## src/design/cbs_pkg.sv

```systemverilog
`default_nettype none
package cbs_pkg;

  localparam int MAX_ENTRIES = 64;
  localparam int ADDR_W      = $clog2(MAX_ENTRIES);
  localparam int CNT_W       = $clog2(MAX_ENTRIES + 1);

  localparam int COORD_W = 16;
  localparam int CLASS_W = 7;
  localparam int SCORE_W = 16;
  localparam int THR_W   = 16;

  localparam logic [THR_W-1:0] THR_RESET = 16'd26214;

  // edge and overlap values in 2^-17 units, signed
  localparam int EDGE_W  = 20;
  localparam int OVL_W   = 18;
  localparam int AREA_W  = 2 * COORD_W;
  localparam int INTER_W = 2 * OVL_W;
  localparam int UNI_W   = AREA_W + 3;
  localparam int PROD_W  = UNI_W + THR_W;
  localparam int CMP_W   = PROD_W + 1;

  typedef struct packed {
    logic [COORD_W-1:0] center_x;
    logic [COORD_W-1:0] center_y;
    logic [COORD_W-1:0] box_width;
    logic [COORD_W-1:0] box_height;
    logic [CLASS_W-1:0] class_id;
    logic [SCORE_W-1:0] score;
  } entry_t;

  localparam int ENTRY_W = $bits(entry_t);

  typedef struct packed {
    logic load;
    logic close;
    logic rd_i;
    logic cap_i;
    logic next_i;
    logic next_j;
    logic decide;
    logic rd_k;
    logic finish;
  } cmd_t;

  typedef struct packed {
    logic i_end;
    logic j_stop;
    logic match;
    logic k_last;
  } status_t;

endpackage
`default_nettype wire

```

## src/design/cbs_ctrl.sv

```systemverilog
`default_nettype none
module cbs_ctrl (
  input  wire logic            clk,
  input  wire logic            rst,
  input  wire logic            start,
  input  wire logic            last_in,
  input  wire cbs_pkg::status_t st,
  output cbs_pkg::cmd_t        cmd,
  output logic                 busy
);
  import cbs_pkg::*;

  typedef enum logic [10:0] {
    S_IDLE  = 11'b000_0000_0001,
    S_OUTER = 11'b000_0000_0010,
    S_GETI  = 11'b000_0000_0100,
    S_INNER = 11'b000_0000_1000,
    S_C1    = 11'b000_0001_0000,
    S_C2    = 11'b000_0010_0000,
    S_C3    = 11'b000_0100_0000,
    S_C4    = 11'b000_1000_0000,
    S_DEC   = 11'b001_0000_0000,
    S_EMIT  = 11'b010_0000_0000,
    S_FIN   = 11'b100_0000_0000
  } state_t;

  state_t state, state_next;

  always_ff @(posedge clk) begin
    if (rst) begin
      state <= S_IDLE;
    end else begin
      state <= state_next;
    end
  end

  assign busy = (state != S_IDLE);

  always_comb begin
    cmd        = '0;
    state_next = state;
    case (state)
      S_IDLE: begin
        if (start) begin
          cmd.load = 1'b1;
          if (last_in) begin
            cmd.close  = 1'b1;
            state_next = S_OUTER;
          end
        end
      end
      S_OUTER: begin
        if (st.i_end) begin
          state_next = S_EMIT;
        end else begin
          cmd.rd_i   = 1'b1;
          state_next = S_GETI;
        end
      end
      S_GETI: begin
        cmd.cap_i  = 1'b1;
        state_next = S_INNER;
      end
      S_INNER: begin
        if (st.j_stop) begin
          cmd.next_i = 1'b1;
          state_next = S_OUTER;
        end else begin
          state_next = S_C1;
        end
      end
      S_C1: begin
        if (!st.match) begin
          cmd.next_j = 1'b1;
          state_next = S_INNER;
        end else begin
          state_next = S_C2;
        end
      end
      S_C2: state_next = S_C3;
      S_C3: state_next = S_C4;
      S_C4: state_next = S_DEC;
      S_DEC: begin
        cmd.decide = 1'b1;
        cmd.next_j = 1'b1;
        state_next = S_INNER;
      end
      S_EMIT: begin
        cmd.rd_k = 1'b1;
        if (st.k_last) begin
          state_next = S_FIN;
        end
      end
      S_FIN: begin
        cmd.finish = 1'b1;
        state_next = S_IDLE;
      end
      default: state_next = S_IDLE;
    endcase
  end

endmodule
`default_nettype wire

```

## config.mk

```make
export PLATFORM = sky130hd
export DESIGN_NAME = cbs_ctrl
export DESIGN_NICKNAME = d
export VERILOG_FILES = /design/src/design/cbs_pkg.sv /design/src/design/cbs_ctrl.sv
export SDC_FILE = /design/constraint.sdc
export NUM_CORES = 1
export LEC_CHECK = 0
export ABC_CLOCK_PERIOD_IN_PS = 3000
export BUFFER_PORTS_ARGS = -buffer_cell sky130_fd_sc_hd__buf_2
export CAP_MARGIN = 20
export CORE_ASPECT_RATIO = 0.5
export CORE_MARGIN = 1
export CORE_UTILIZATION = 28
export CTS_CLUSTER_DIAMETER = 150
export DETAILED_ROUTE_END_ITERATION = 8
export PLACE_DENSITY = 0.58
export REMOVE_ABC_BUFFERS = 1
export SLEW_MARGIN = 20
export SYNTH_ARGS = -nofsm -noshare
export SYNTH_HDL_FRONTEND = slang
export SYNTH_SLANG_ARGS = --single-unit
```

## constraint.sdc

```tcl
create_clock -name clk -period 3 [get_ports clk]
set_clock_uncertainty 0.05 [all_clocks]
set_input_delay 0.45 -clock clk [delete_from_list [all_inputs] [get_ports clk]]
set_output_delay 0.45 -clock clk [all_outputs]
set_load 0.1 [all_outputs]
```

==> run summary <==
GRT
--------------------------------------------------------------------------------------------------
Global route overflow                                                                            0
Vias in the first global route                                                                 586
Initial antenna violation count                                                                  0
Maximum number of pins on one net before global-route repair                                    11
Global-route wire length before repair                                                     2880 um
GR Util All Layers                                                                           0.125

SYNTHESIS
--------------------------------------------------------------------------------------------------
Portion of the post-synthesis area used by sequential elements                               0.262
Number of warning messages in the yosys log                                                      0
Yosys top cell area share                                                                    0.262
Post-Synthesis Cells                                                                            95
Distinct cell type count of the synthesized netlist                                             38
Post-synthesis register bit count                                                               11
Primary flip-flop cell chosen by synthesis mapping                                    sky130_fd_sc_hd__dfxtp_1
Leading area contributor after synthesis                                              sky130_fd_sc_hd__dfxtp_1
Number of enable flip-flop cells after synthesis                                                 0
Proportion of synthesized flip-flops having asynchronous set or reset                            0
Ranking of synthesized cells by area                                                  sky130_fd_sc_hd__dfxtp_1, sky130_fd_sc_hd__buf_6, sky130_fd_sc_hd__nor2_1, sky130_fd_sc_hd__nor4_4, sky130_fd_sc_hd__o221ai_4
Post-synthesis cell area                                                                  841 um^2
Synthesized area per cell                                                                8.85 um^2

CLOCK NETWORK
--------------------------------------------------------------------------------------------------
Post-CTS Repair Setup Buffers                                                                    0
Number of H-tree levels                                                                          1
CTS resizes                                                                                      0
Clock transition time at the flip-flop clock pins of the worst setup and hold paths        0.05 ns
CTS Sinks                                                                                       11
Clock tree from TritonCTS                                                                     done
Number of CTS-inserted buffers                                                                   3
CTS Buffer Depth                                                                                 2
# hold bufs at CTS                                                                               0
Clock Root Buffer                                                                     sky130_fd_sc_hd__clkbuf_8
Clock latency on the worst-skew pair                                                       0.24 ns

DIE
--------------------------------------------------------------------------------------------------
Horizontal die dimension                                                                   79.5 um
Placement Rows                                                                                  13
Total Die Area                                                                           3240 um^2
Die outline height                                                                         40.8 um
Floorplan Core Area                                                                      2720 um^2
Number of top-level design ports                                                                18
Starting Density                                                                             0.310

PWR
--------------------------------------------------------------------------------------------------
Power density relative to cell area                                                    568 nW/um^2
Highest ir drop seen on vdd                                                                 156 uV
Overall Power                                                                               545 uW
P_leak                                                                                 0.000426 uW

PLACED DESIGN
--------------------------------------------------------------------------------------------------
Pre-CTS setup slack                                                                       0.694 ns
I/O Buffers                                                                                     17
Weighted congestion at the end of routability-driven global placement                        0.821
Post-DP HPWL                                                                               1470 um
Placed cell count                                                                              143

SETUP PATH
--------------------------------------------------------------------------------------------------
Startpoint of the most critical register-to-register path                             state[0]$_SDFFE_PP1P_
Worst EP required                                                                          2.50 ns
Classification of the worst setup path                                                  reg -> out
Register-to-Register Path Depth                                                                  4
Kind of launch point of the worst setup path                                                  flop
Critical path peak fanout                                                                        9
Setup slack, reg-to-reg                                                                    1.28 ns
Reg2Reg Capture Point                                                                 state[3]$_SDFFE_PP0P_
CP startpoint                                                                         state[8]$_SDFFE_PP0P_
Destination of the critical timing path                                                     cmd[5]
Worst path arrival time                                                                    2.07 ns
CP endpoint kind                                                                      primary output

FINISH
--------------------------------------------------------------------------------------------------
Flip-flop count of the largest register after layout                                            11
Post-layout util                                                                             0.353
Largest registers in the final layout                                                 state: 11 flops
Count of nets after finishing                                                                  119
ANT cells                                                                                        0
Area Growth Syn to Fin                                                                       14.1%
Multi-input logic area                                                                    541 um^2
Reg area                                                                                  220 um^2
Number of fill cells in the layout                                                             289
Finished Layout Cells                                                                          147
Fraction of final layout cells sized beyond drive strength 1                                 0.318
Most flops, register                                                                         state

STA
--------------------------------------------------------------------------------------------------
Max Transition Viols Final                                                                       0
Worst relative slew slack                                                                    0.675
Total Neg Setup Slack                                                                         0 ns
Final critical path time including I/O delays and setup                                    2.57 ns
Setup repair after global routing missed its margin                                          false
Fin worst setup slack                                                                     0.428 ns
Final Hold Fails                                                                                 0
Maximum operating frequency                                                                389 MHz
Final cycle utilization of the critical path                                                 0.857
Measured slew at the worst slew-check pin                                                 0.491 ns
Count of final setup violators                                                                   0

DRT
--------------------------------------------------------------------------------------------------
Via count normalized by instance count                                                        5.07
Vias                                                                                           745
Count of unresolved DRC violations after routing                                                 0
Pre-antenna DRT Iters                                                                            4
DRT Wirelength                                                                             1910 um
Post-route ant nets                                                                              0
Number of DRC markers after the initial detailed-route iteration                                81
Avg WL per Cell                                                                            13.0 um

OUTCOME
--------------------------------------------------------------------------------------------------
Outcome                                                                               finished, final reports clean

JOB
--------------------------------------------------------------------------------------------------
Count of max-cap constraint violations                                                           0

HOLD PATH
--------------------------------------------------------------------------------------------------
Type of the worst min-delay path                                                         in -> reg

## stage by stage
step / hold WS, ns / cell area, um^2
CTS: 0.359 / 960
finish: 0.359 / 960
detailed placement: 0.488 / 915
global route: 0.374 / 960
floorplan: 0.436 / 783
global placement: 0.490 / 915
## worst min-delay path by stage
| stage | from | to | depth (start not counted) |
|---|---|---|---|
| finish | rst | state[9]$_SDFFE_PP0P_ | 2 |
| floorplan | state[5]$_SDFFE_PP0P_ | state[6]$_SDFFE_PP0P_ | 2 |
| detailed placement | state[5]$_SDFFE_PP0P_ | state[6]$_SDFFE_PP0P_ | 2 |
| CTS | rst | state[9]$_SDFFE_PP0P_ | 2 |
| global placement | state[5]$_SDFFE_PP0P_ | state[6]$_SDFFE_PP0P_ | 2 |
| global route | rst | state[9]$_SDFFE_PP0P_ | 2 |
## Yosys cell counts (3+ instances only)
cell type and count:
sky130_fd_sc_hd__nor3_1 5, sky130_fd_sc_hd__dfxtp_1 11, sky130_fd_sc_hd__nor2b_1 3, sky130_fd_sc_hd__and3_1 4, sky130_fd_sc_hd__nand3_1 4, sky130_fd_sc_hd__a21oi_1 3
sky130_fd_sc_hd__buf_6 4, sky130_fd_sc_hd__inv_1 6, sky130_fd_sc_hd__o21ai_0 5, sky130_fd_sc_hd__xor2_1 3, sky130_fd_sc_hd__nor4_1 4, sky130_fd_sc_hd__nor2_1 12
## final cells by class
type,instances,area share
inverter,6,0.0235
clock buffer,4,0.0469
timing repair buffer,17,0.0887
multi-input combinational,72,0.563
sequential,11,0.229
tap,37,0.0482
## routing by layer
metal  track usage  part of all wire  up-vias  wire, um
met3        0.0333             0.048        4        91
met5             0                 0        -         0
met2         0.188              0.41       17       782
met1         0.170              0.52      351       999
li1              -                 -      373         -
met4        0.0545             0.020        0        39
## worst max-delay path, stage by stage (launching register included)
cell                      delay (ns)
sky130_fd_sc_hd__dfxtp_1        0.41
sky130_fd_sc_hd__nor3_4         0.42
sky130_fd_sc_hd__nand3_2        0.16
sky130_fd_sc_hd__nor4b_2        0.34
sky130_fd_sc_hd__buf_2          0.50
## cells by family after synthesis
group                  after synthesis  synth area share
AND/OR/NAND/NOR                     55             0.484
flip-flops                          11             0.262
buffers and inverters               12            0.0952
XOR/XNOR                             3            0.0313
AO/OA/AOI/OAI                       14             0.128
## power breakdown
part | switching (uW) | leakage, uW | internal (uW)
registers | 19.3 | 0.0000890 | 154
logic | 156 | 0.000314 | 64.5
clock network | 57.6 | 0.0000228 | 93.4
## cells in the final DEF, fill, tap and decap left out, types with 2 or more instances in the layout
master / instances
sky130_fd_sc_hd__nand2_1: 2
sky130_fd_sc_hd__nor4_4: 2
sky130_fd_sc_hd__a21oi_1: 3
sky130_fd_sc_hd__or3_1: 2
sky130_fd_sc_hd__dfxtp_1: 11
sky130_fd_sc_hd__nor3_1: 5
sky130_fd_sc_hd__inv_1: 6
sky130_fd_sc_hd__and3_1: 4
sky130_fd_sc_hd__nand2b_1: 2
sky130_fd_sc_hd__nor4_1: 4
sky130_fd_sc_hd__nor3b_2: 2
sky130_fd_sc_hd__o21ai_0: 5
sky130_fd_sc_hd__nor2_1: 12
sky130_fd_sc_hd__clkbuf_8: 3
sky130_fd_sc_hd__nand3_1: 4
sky130_fd_sc_hd__xor2_1: 3
sky130_fd_sc_hd__buf_2: 17
sky130_fd_sc_hd__nor2b_1: 3
No activity file was read; power rests on OpenSTA's default activity.
